$ cat config.mk
export PLATFORM = sky130hd
export DESIGN_NAME = dma_channel_controller
export DESIGN_NICKNAME = d
export VERILOG_FILES = /design/src/sv/dcc_pkg.sv /design/src/sv/dcc_regs.sv /design/src/sv/dcc_core.sv /design/src/sv/dma_channel_controller.sv
export SDC_FILE = /design/constraint.sdc
export NUM_CORES = 2
export LEC_CHECK = 0
export ABC_CLOCK_PERIOD_IN_PS = 13100
export BUFFER_PORTS_ARGS = -buffer_cell sky130_fd_sc_hd__buf_2
export CORE_UTILIZATION = 45
export CTS_CLUSTER_DIAMETER = 30
export DETAILED_ROUTE_END_ITERATION = 12
export PLACE_DENSITY_LB_ADDON = 0.05
export SETUP_SLACK_MARGIN = 0.3
export SLEW_MARGIN = 20
export SYNTH_ARGS = -nofsm -noshare
export SYNTH_HDL_FRONTEND = slang
export SYNTH_SLANG_ARGS = --single-unit
export TNS_END_PERCENT = 30
$ cat constraint.sdc
create_clock -name clk -period 13.1 [get_ports clk]
set_input_delay 1.965 -clock clk [delete_from_list [all_inputs] [get_ports clk]]
set_output_delay 1.965 -clock clk [all_outputs]
set_load 0.005 [all_outputs]
$ cat src/sv/dcc_pkg.sv
// Shared types and constants for the DMA channel controller.
package dcc_pkg;

  typedef enum logic [1:0] {
    CMD_READ  = 2'd0,
    CMD_WRITE = 2'd1,
    CMD_BEAT  = 2'd2,
    CMD_NONE  = 2'd3
  } cmd_t;

  localparam logic [5:0] REG_CSR    = 6'h00;
  localparam logic [5:0] REG_CER    = 6'h01;
  localparam logic [5:0] REG_OCR    = 6'h05;
  localparam logic [5:0] REG_CCR    = 6'h07;
  localparam logic [5:0] REG_MTC_HI = 6'h0A;
  localparam logic [5:0] REG_MTC_LO = 6'h0B;
  localparam logic [5:0] REG_MAR_B3 = 6'h0C;
  localparam logic [5:0] REG_MAR_B2 = 6'h0D;
  localparam logic [5:0] REG_MAR_B1 = 6'h0E;
  localparam logic [5:0] REG_MAR_B0 = 6'h0F;

  localparam logic [7:0] CSR_COC      = 8'h80;
  localparam logic [7:0] CSR_ERR      = 8'h10;
  localparam logic [7:0] CSR_ACT      = 8'h08;
  localparam logic [7:0] CER_DEV_ERR  = 8'h0A;
  localparam logic [16:0] FULL_COUNT  = 17'h10000;

  localparam logic CFG_ATTACHED = 1'b0;
  localparam logic CFG_MEMORY   = 1'b1;

  typedef struct packed {
    logic [7:0]  csr;
    logic [7:0]  cer;
    logic [7:0]  ocr;
    logic [7:0]  ccr;
    logic [15:0] mtc;
    logic [31:0] mar;
  } chan_regs_t;

  typedef struct packed {
    logic       chan_we;
    logic [1:0] chan_idx;
    chan_regs_t chan_val;
    logic       gen_we;
    logic [7:0] gen_addr;
    logic [7:0] gen_data;
  } reg_upd_t;

  typedef struct packed {
    logic [7:0]  read_data;
    logic        mem_write;
    logic [31:0] mem_addr;
    logic [7:0]  mem_data;
    logic [31:0] next_addr;
    logic        busy_res;
    logic        to_device;
    logic        done_res;
    logic        done_ok;
    logic [1:0]  done_channel;
  } result_t;

endpackage

$ cat src/sv/dcc_regs.sv
// Register storage: per-channel control registers and the general byte memory.
module dcc_regs #(
  parameter int CHANNELS       = 4,
  parameter int CHANNEL_STRIDE = 64
) (
  input  logic                clk,
  input  logic                rst_n,
  input  logic                acc,
  input  logic [7:0]          acc_addr,
  input  logic [1:0]          rd_ch,
  input  logic [1:0]          run_ch,
  input  dcc_pkg::reg_upd_t   upd,
  output dcc_pkg::chan_regs_t chan_rd,
  output dcc_pkg::chan_regs_t run_rd,
  output logic [7:0]          gen_rd
);
  import dcc_pkg::*;

  localparam int MEM_DEPTH = CHANNELS * CHANNEL_STRIDE;
  localparam int AW        = (MEM_DEPTH > 1) ? $clog2(MEM_DEPTH) : 1;
  localparam int CIW       = (CHANNELS > 1) ? $clog2(CHANNELS) : 1;

  chan_regs_t chan_r [CHANNELS];
  logic [7:0] mem [MEM_DEPTH];
  logic       vld_r [MEM_DEPTH];
  logic [7:0] mem_q_r;
  logic       rd_vld_r;
  logic       fwd_r;
  logic [7:0] fwd_data_r;
  logic       fwd_hit;

  assign fwd_hit = upd.gen_we && (upd.gen_addr == acc_addr);

  always_ff @(posedge clk) begin
    if (!rst_n) begin
      for (int i = 0; i < CHANNELS; i++) chan_r[i] <= '0;
    end else if (upd.chan_we) begin
      chan_r[upd.chan_idx[CIW-1:0]] <= upd.chan_val;
    end
  end

  always_ff @(posedge clk) begin
    if (!rst_n) begin
      for (int i = 0; i < MEM_DEPTH; i++) vld_r[i] <= 1'b0;
    end else if (upd.gen_we) begin
      vld_r[upd.gen_addr[AW-1:0]] <= 1'b1;
    end
  end

  always_ff @(posedge clk) begin
    if (upd.gen_we) mem[upd.gen_addr[AW-1:0]] <= upd.gen_data;
  end

  // read at accept; a write retiring on the same edge is forwarded
  always_ff @(posedge clk) begin
    if (acc) begin
      mem_q_r    <= mem[acc_addr[AW-1:0]];
      rd_vld_r   <= vld_r[acc_addr[AW-1:0]] || fwd_hit;
      fwd_r      <= fwd_hit;
      fwd_data_r <= upd.gen_data;
    end
  end

  assign gen_rd  = !rd_vld_r ? 8'h00 : (fwd_r ? fwd_data_r : mem_q_r);
  assign chan_rd = chan_r[rd_ch[CIW-1:0]];
  assign run_rd  = chan_r[run_ch[CIW-1:0]];

endmodule

$ cat src/sv/dcc_core.sv
// Command decode, transfer engine state and register update logic.
module dcc_core #(
  parameter int CHANNELS       = 4,
  parameter int CHANNEL_STRIDE = 64
) (
  input  logic                clk,
  input  logic                rst_n,
  input  logic                advance,
  input  logic [1:0]          s1_cmd,
  input  logic [7:0]          s1_off,
  input  logic [7:0]          s1_wdata,
  input  logic                s1_ok,
  input  logic [7:0]          s1_bdata,
  input  logic [3:0]          attached,
  input  logic                mem_on,
  input  dcc_pkg::chan_regs_t chan_rd,
  input  dcc_pkg::chan_regs_t run_rd,
  input  logic [7:0]          gen_rd,
  output logic [1:0]          rd_ch,
  output logic [1:0]          run_ch,
  output dcc_pkg::reg_upd_t   upd,
  output dcc_pkg::result_t    res
);
  import dcc_pkg::*;

  logic        running_r, running_nxt;
  logic [1:0]  run_ch_r, run_ch_nxt;
  logic [31:0] work_addr_r, work_addr_nxt;
  logic [16:0] work_count_r, work_count_nxt;
  logic        to_dev_r, to_dev_nxt;

  logic [7:0]  ch_full;
  logic [5:0]  reg_sel;
  logic        in_range;
  logic        special;
  logic [7:0]  byte_rd;
  logic [31:0] addr_inc;
  logic [16:0] cnt_dec;
  logic [31:0] new_addr;
  logic [16:0] new_cnt;
  logic        fin;
  logic        fin_ok;
  chan_regs_t  cv;

  assign ch_full  = 8'(s1_off / CHANNEL_STRIDE);
  assign reg_sel  = 6'(s1_off % CHANNEL_STRIDE);
  assign in_range = ch_full < 8'(CHANNELS);
  assign rd_ch    = ch_full[1:0];
  assign run_ch   = run_ch_r;
  assign addr_inc = work_addr_r + 32'd1;
  assign cnt_dec  = work_count_r - 17'd1;

  always_comb begin
    special = 1'b1;
    case (reg_sel)
      REG_CSR:    byte_rd = chan_rd.csr;
      REG_CER:    byte_rd = chan_rd.cer;
      REG_OCR:    byte_rd = chan_rd.ocr;
      REG_CCR:    byte_rd = chan_rd.ccr;
      REG_MTC_HI: byte_rd = chan_rd.mtc[15:8];
      REG_MTC_LO: byte_rd = chan_rd.mtc[7:0];
      REG_MAR_B3: byte_rd = chan_rd.mar[31:24];
      REG_MAR_B2: byte_rd = chan_rd.mar[23:16];
      REG_MAR_B1: byte_rd = chan_rd.mar[15:8];
      REG_MAR_B0: byte_rd = chan_rd.mar[7:0];
      default: begin
        special = 1'b0;
        byte_rd = gen_rd;
      end
    endcase
  end

  always_comb begin
    res            = '0;
    upd            = '0;
    cv             = chan_rd;
    running_nxt    = running_r;
    run_ch_nxt     = run_ch_r;
    work_addr_nxt  = work_addr_r;
    work_count_nxt = work_count_r;
    to_dev_nxt     = to_dev_r;
    new_addr       = work_addr_r;
    new_cnt        = work_count_r;
    fin            = 1'b0;
    fin_ok         = 1'b0;

    case (cmd_t'(s1_cmd))
      CMD_READ: begin
        if (!running_r && in_range) res.read_data = byte_rd;
      end
      CMD_WRITE: begin
        if (!running_r && in_range) begin
          if (special) begin
            case (reg_sel)
              REG_CSR:    cv.csr = chan_rd.csr & ~s1_wdata;
              REG_CER:    cv.cer = s1_wdata;
              REG_OCR:    cv.ocr = s1_wdata;
              REG_CCR:    cv.ccr = s1_wdata;
              REG_MTC_HI: cv.mtc[15:8] = s1_wdata;
              REG_MTC_LO: cv.mtc[7:0] = s1_wdata;
              REG_MAR_B3: cv.mar[31:24] = s1_wdata;
              REG_MAR_B2: cv.mar[23:16] = s1_wdata;
              REG_MAR_B1: cv.mar[15:8] = s1_wdata;
              REG_MAR_B0: cv.mar[7:0] = s1_wdata;
              default: ;
            endcase
            upd.chan_we  = 1'b1;
            upd.chan_idx = rd_ch;
            upd.chan_val = cv;
            if (reg_sel == REG_CCR && s1_wdata[7] && attached[rd_ch] && mem_on) begin
              running_nxt    = 1'b1;
              run_ch_nxt     = rd_ch;
              work_addr_nxt  = chan_rd.mar;
              work_count_nxt = (chan_rd.mtc == 16'd0) ? FULL_COUNT : {1'b0, chan_rd.mtc};
              to_dev_nxt     = !chan_rd.ocr[7];
              res.next_addr  = chan_rd.mar;
              res.busy_res   = 1'b1;
              res.to_device  = !chan_rd.ocr[7];
            end
          end else begin
            upd.gen_we   = 1'b1;
            upd.gen_addr = s1_off;
            upd.gen_data = s1_wdata;
          end
        end
      end
      CMD_BEAT: begin
        if (running_r) begin
          if (s1_ok) begin
            new_addr = addr_inc;
            new_cnt  = cnt_dec;
            fin      = (cnt_dec == 17'd0);
            fin_ok   = 1'b1;
          end else begin
            fin = 1'b1;
          end
          res.mem_addr  = work_addr_r;
          res.to_device = to_dev_r;
          res.mem_write = s1_ok && !to_dev_r;
          res.mem_data  = (s1_ok && !to_dev_r) ? s1_bdata : 8'h00;
          res.next_addr = new_addr;
          res.busy_res  = !fin;
          work_addr_nxt  = new_addr;
          work_count_nxt = new_cnt;
          if (fin) begin
            running_nxt      = 1'b0;
            res.done_res     = 1'b1;
            res.done_ok      = fin_ok;
            res.done_channel = run_ch_r;
            cv               = run_rd;
            cv.mar           = new_addr;
            cv.mtc           = new_cnt[15:0];
            cv.csr           = (run_rd.csr | (fin_ok ? CSR_COC : CSR_ERR)) & ~CSR_ACT;
            cv.cer           = fin_ok ? run_rd.cer : CER_DEV_ERR;
            upd.chan_we      = 1'b1;
            upd.chan_idx     = run_ch_r;
            upd.chan_val     = cv;
          end
        end
      end
      default: ;
    endcase

    if (!advance) begin
      upd.chan_we = 1'b0;
      upd.gen_we  = 1'b0;
    end
  end

  always_ff @(posedge clk) begin
    if (!rst_n) begin
      running_r    <= 1'b0;
      run_ch_r     <= 2'd0;
      work_addr_r  <= 32'd0;
      work_count_r <= 17'd0;
      to_dev_r     <= 1'b0;
    end else if (advance) begin
      running_r    <= running_nxt;
      run_ch_r     <= run_ch_nxt;
      work_addr_r  <= work_addr_nxt;
      work_count_r <= work_count_nxt;
      to_dev_r     <= to_dev_nxt;
    end
  end

endmodule

$ cat src/sv/dma_channel_controller.sv
// Top level of the four-channel DMA controller: handshakes, config port, stage registers.
//
//   channel  dir  handshake            carries
//   in_      in   in_valid/in_stall    register read/write or transfer beat
//   out_     out  out_valid/out_stall  one result per item
//   config   in   APB psel/penable     attached_mask @0x0, memory_attached @0x4
//
// One item per cycle while out_stall is low; each item passes the input register, then the result register.
// The byte memory is read on the accept edge; a write retiring on that edge is forwarded.
// Synchronous active-low reset clears control state, all channel registers and memory valid bits.
// A stalled result holds in the result register while the next item waits in the input stage.
module dma_channel_controller #(
  parameter int CHANNELS       = 4,
  parameter int CHANNEL_STRIDE = 64
) (
  input  logic        clk,
  input  logic        rst_n,
  input  logic        in_valid,
  output logic        in_stall,
  input  logic [1:0]  in_cmd,
  input  logic [7:0]  in_reg_offset,
  input  logic [7:0]  in_write_data,
  input  logic        in_beat_ok,
  input  logic [7:0]  in_beat_data,
  output logic        out_valid,
  input  logic        out_stall,
  output logic [7:0]  out_read_data,
  output logic        out_mem_write,
  output logic [31:0] out_mem_addr,
  output logic [7:0]  out_mem_data,
  output logic [31:0] out_next_addr,
  output logic        out_busy_res,
  output logic        out_to_device,
  output logic        out_done_res,
  output logic        out_done_ok,
  output logic [1:0]  out_done_channel,
  input  logic        psel,
  input  logic        penable,
  input  logic        pwrite,
  input  logic [2:0]  paddr,
  input  logic [31:0] pwdata,
  output logic [31:0] prdata,
  output logic        pready
);
  import dcc_pkg::*;

  logic       s1_vld_r;
  logic [1:0] s1_cmd_r;
  logic [7:0] s1_off_r;
  logic [7:0] s1_wdata_r;
  logic       s1_ok_r;
  logic [7:0] s1_bdata_r;
  logic       out_vld_r, out_vld_nxt;
  result_t    res_r;
  result_t    res;
  logic [3:0] attached_r;
  logic       mem_on_r;
  logic       advance;
  logic       acc;
  logic       cfg_wr;
  logic [1:0] rd_ch;
  logic [1:0] run_ch;
  reg_upd_t   upd;
  chan_regs_t chan_rd;
  chan_regs_t run_rd;
  logic [7:0] gen_rd;

  assign advance     = s1_vld_r && (!out_vld_r || !out_stall);
  assign in_stall    = s1_vld_r && !advance;
  assign acc         = in_valid && !in_stall;
  assign out_vld_nxt = advance || (out_vld_r && out_stall);

  always_ff @(posedge clk) begin
    if (!rst_n) begin
      s1_vld_r  <= 1'b0;
      out_vld_r <= 1'b0;
    end else begin
      s1_vld_r  <= acc || in_stall;
      out_vld_r <= out_vld_nxt;
    end
  end

  always_ff @(posedge clk) begin
    if (acc) begin
      s1_cmd_r   <= in_cmd;
      s1_off_r   <= in_reg_offset;
      s1_wdata_r <= in_write_data;
      s1_ok_r    <= in_beat_ok;
      s1_bdata_r <= in_beat_data;
    end
    if (advance) res_r <= res;
  end

  // config registers
  assign pready = 1'b1;
  assign cfg_wr = psel && penable && pwrite && pready;

  always_ff @(posedge clk) begin
    if (!rst_n) begin
      attached_r <= 4'd0;
      mem_on_r   <= 1'b1;
    end else if (cfg_wr) begin
      if (paddr[2] == CFG_ATTACHED) attached_r <= pwdata[3:0];
      else mem_on_r <= pwdata[0];
    end
  end

  assign prdata = (paddr[2] == CFG_ATTACHED) ? {28'd0, attached_r} : {31'd0, mem_on_r};

  dcc_regs #(
    .CHANNELS       (CHANNELS),
    .CHANNEL_STRIDE (CHANNEL_STRIDE)
  ) u_regs (
    .clk      (clk),
    .rst_n    (rst_n),
    .acc      (acc),
    .acc_addr (in_reg_offset),
    .rd_ch    (rd_ch),
    .run_ch   (run_ch),
    .upd      (upd),
    .chan_rd  (chan_rd),
    .run_rd   (run_rd),
    .gen_rd   (gen_rd)
  );

  dcc_core #(
    .CHANNELS       (CHANNELS),
    .CHANNEL_STRIDE (CHANNEL_STRIDE)
  ) u_core (
    .clk      (clk),
    .rst_n    (rst_n),
    .advance  (advance),
    .s1_cmd   (s1_cmd_r),
    .s1_off   (s1_off_r),
    .s1_wdata (s1_wdata_r),
    .s1_ok    (s1_ok_r),
    .s1_bdata (s1_bdata_r),
    .attached (attached_r),
    .mem_on   (mem_on_r),
    .chan_rd  (chan_rd),
    .run_rd   (run_rd),
    .gen_rd   (gen_rd),
    .rd_ch    (rd_ch),
    .run_ch   (run_ch),
    .upd      (upd),
    .res      (res)
  );

  assign out_valid        = out_vld_r;
  assign out_read_data    = res_r.read_data;
  assign out_mem_write    = res_r.mem_write;
  assign out_mem_addr     = res_r.mem_addr;
  assign out_mem_data     = res_r.mem_data;
  assign out_next_addr    = res_r.next_addr;
  assign out_busy_res     = res_r.busy_res;
  assign out_to_device    = res_r.to_device;
  assign out_done_res     = res_r.done_res;
  assign out_done_ok      = res_r.done_ok;
  assign out_done_channel = res_r.done_channel;

endmodule

==> results by group <==
Critical path
  – Nature of the critical path startpoint: input pin
  – CP endpoint kind: flip-flop
  – R2r startpoint: u_core.work_count_r[0]
  – Critical Path RT: 13.76 ns
  – Worst Reg-to-Reg Cells: 12
  – FF-to-FF End: u_regs.chan_r[0][33]
  – Critical path peak fanout: 87
  – CP Data Arrival Time: 6.47 ns
  – R2r setup slk: 7.29 ns
  – WS Path Type: in2reg

Die
  – Io pins: 191
  – Die Y: 505 um
  – Core Box Area: 251000 sq um
  – Die area: 255000 sq um
  – Standard-cell rows: 184
  – Die width: 505 um
  – Starting Density: 45.3%

Worst hold path
  – Hold endpoint: u_regs.vld_r[27]
  – Hold path startpoint: u_regs.vld_r[27]
  – Hold WC Path Type: reg2reg
  – Hold path cells: 1

Synthesis
  – Ys Warns: 0
  – EDFF count, synth: 2500
  – Synth Instances: 6444
  – #FFs+latches synth: 2820
  – Main flop type after synthesis: edfxtp_1
  – Synth Area per Inst: 17.7 sq um
  – Unique masters post-synth: 72
  – Ys async rst share: 0%
  – Post-Syn Area: 114000 sq um
  – Sequential fraction of the synthesis area: 71.5%

GRT
  – Vias in the first global route: 66200
  – Grt ovf: 0
  – Initial antenna violation count: 13
  – Global-route wire length before repair: 470000 um
  – Pin count of the biggest net entering global routing: 209
  – Global-route usage over all layers: 25.4%

STA
  – Setup tns final: 0 ns
  – Hold slack: 0.454 ns
  – # setup viols final: 0
  – Final Hold Viols: 0
  – Unrepaired setup endpoints after global routing: no
  – Slew margin rel.: 17.6%
  – Peak Freq: 0.172 GHz
  – Final Cycle Share: 44.4%
  – Max-slew violations: 0
  – Clock period minus worst slack: 5.81 ns
  – Worst-margin pin slew: 1.24 ns
  – Layout Skew: 0.0720 ns

Routing
  – Wire per inst: 29.6 um
  – Via density per instance: 5.94
  – Post-Route WL: 326000 um
  – Drt pass-1 iters: 6
  – 1st-iter DRT viols: 6326
  – DR vias: 65300
  – Antenna-violating nets left: 0
  – Residual DRC: 0

Place
  – Port Buffers: 131
  – Dpl hpwl: 187000 um
  – Gp weighted congestion: 0.830

Clocking
  – Clock-pin slew on the worst setup and hold paths: 0.05 ns
  – Clock sink count: 2820
  – Post-CTS setup buffers: 0
  – Post_cts resized: 0
  – CTS buffer count: 603
  – CTS tree: yes
  – Clock Path Buffers: 4
  – H-tree depth: 6
  – Hold-fix buffers, CTS: 0
  – CTS Root Buffer Type: clkbuf_16
  – Clk Latency, worst-skew pair: 1.00 ns

Run status
  – Status: complete, no violations

Pwr
  – Max VDD drop: 0.143 mV
  – Power Density: 187 nW/um^2
  – Lkg Pwr: 45.8 nW

Layout
  – Commonest non-fill, non-tap cell in the layout: edfxtp_1
  – Final nets: 7239
  – Syn-to-layout area delta: 23.3%
  – Layout cells sized above 1: 26.9%
  – Commonest non-fill, non-tap cells in the layout: edfxtp_1, mux4_2, clkbuf_16

Flow run
  – Max-Cap Viols: 0
## state kept, by name, summed over array words and instances, names as in the netlist, 17 cells and up, named ones only
name / flops
u_regs.vld_r: 256
u_regs.chan_r: 320
out_next_addr: 32
out_mem_addr: 32
u_regs.mem: 2048
u_core.work_count_r: 17
u_core.work_addr_r: 32
## synth_stat cells (21+ instances only)
master,number,area [sq um]
edfxtp_1,2500,75100
mux4_2,692,15600
clkbuf_1,370,1390
nor2_1,361,1360
dfxtp_1,320,6410
nor4_1,262,1640
nand2_1,237,890
o21a_1,222,1670
a21oi_1,187,936
a22oi_1,174,1310
a22o_1,118,1030
a31oi_1,81,507
buf_1,80,300
o21ai_0,78,390
and2_1,74,463
a221oi_1,58,508
buf_2,58,290
nor2b_1,51,319
and3_1,43,269
nand3_1,37,185
o211ai_1,35,263
a21boi_0,33,248
nor3_1,33,165
o311ai_0,33,289
buf_4,32,240
xnor2_1,26,228
nand4_1,24,150
inv_1,21,78.8
## layout make-up
type                            instances  area (sq um)
Clock inverter                        394          4730
Multi-Input combinational cell       3410         31800
Sequential cell                      2820         81500
Tap cell                             3348          4190
Inverter                               21          81.3
Timing Repair Buffer                  308          2230
Antenna cell                            8          20.0
Fill cell                           19800        111000
Clock buffer                          698         15900
## routing by layer
metal	part of all wire, %	wire, um	GRT usage, %	vias up
met1	43	141000	36.1	34500
met5	0.012	38	0	-
met3	7.0	22800	5.13	527
li1	-	-	-	27800
met2	47	153000	39.3	2496
met4	2.9	9410	8.59	6
## critical path, stage by stage
cell and delay, ns:
buf_8 0.54, buf_4 0.74, buf_4 0.92, mux4_2 0.44
a221oi_1 0.82, o211ai_1 0.18, o311ai_0 0.21, buf_4 0.25
nand4_1 0.09
## through the flow
stage | setup WS, ns | cells | instance area [sq um] | total power [mW] | util (%)
floorplan | 1.40 | 6791 | 115000 | 10.8 | -
global placement | 6.37 | 9903 | 120000 | 11.1 | 47.6
detailed placement | 6.36 | 9903 | 120000 | 11.2 | 47.6
CTS | 7.40 | 11000 | 140000 | 26.4 | 55.8
global route | 7.10 | 11000 | 140000 | 27.0 | 55.9
finish | 7.29 | 11000 | 140000 | 26.3 | 55.9
## where the power goes
group | switching, mW | internal, mW | leakage, nW
clock | 4.90 | 10.4 | 9.98
combinational | 0.685 | 0.349 | 10.7
sequential | 0.0558 | 9.91 | 25.1
total | 5.64 | 20.6 | 45.8
## worst max path at each step
stage,from,end,cells past startpoint
2_1_floorplan,out_stall,u_regs.chan_r[0][0],9
3_3_place_gp,in_reg_offset[1],u_regs.rd_vld_r,9
3_5_place_dp,in_reg_offset[1],u_regs.rd_vld_r,9
4_1_cts,in_reg_offset[1],u_regs.rd_vld_r,9
5_1_grt,u_core.work_count_r[0],u_regs.chan_r[0][33],12
6_report,in_reg_offset[1],u_regs.mem_q_r[4],9
## cell families (layout without fill, tap and decap cells)
group | count (synthesis) | in the layout | synth area share, %
DFF | 2820 | 2820 | 71.5
other | 2 | 357 | 0.00659
buffers and inverters | 561 | 1421 | 2.02
xor gates and xnor gates | 46 | 46 | 0.354
AOI/OAI and AO/OA | 1083 | 1083 | 6.72
adders and majority gates | 6 | 6 | 0.0659
and+or+nand+nor | 1204 | 1204 | 5.33
muxes | 722 | 722 | 14.0
Note: power is estimated with default switching activity, not from simulation.
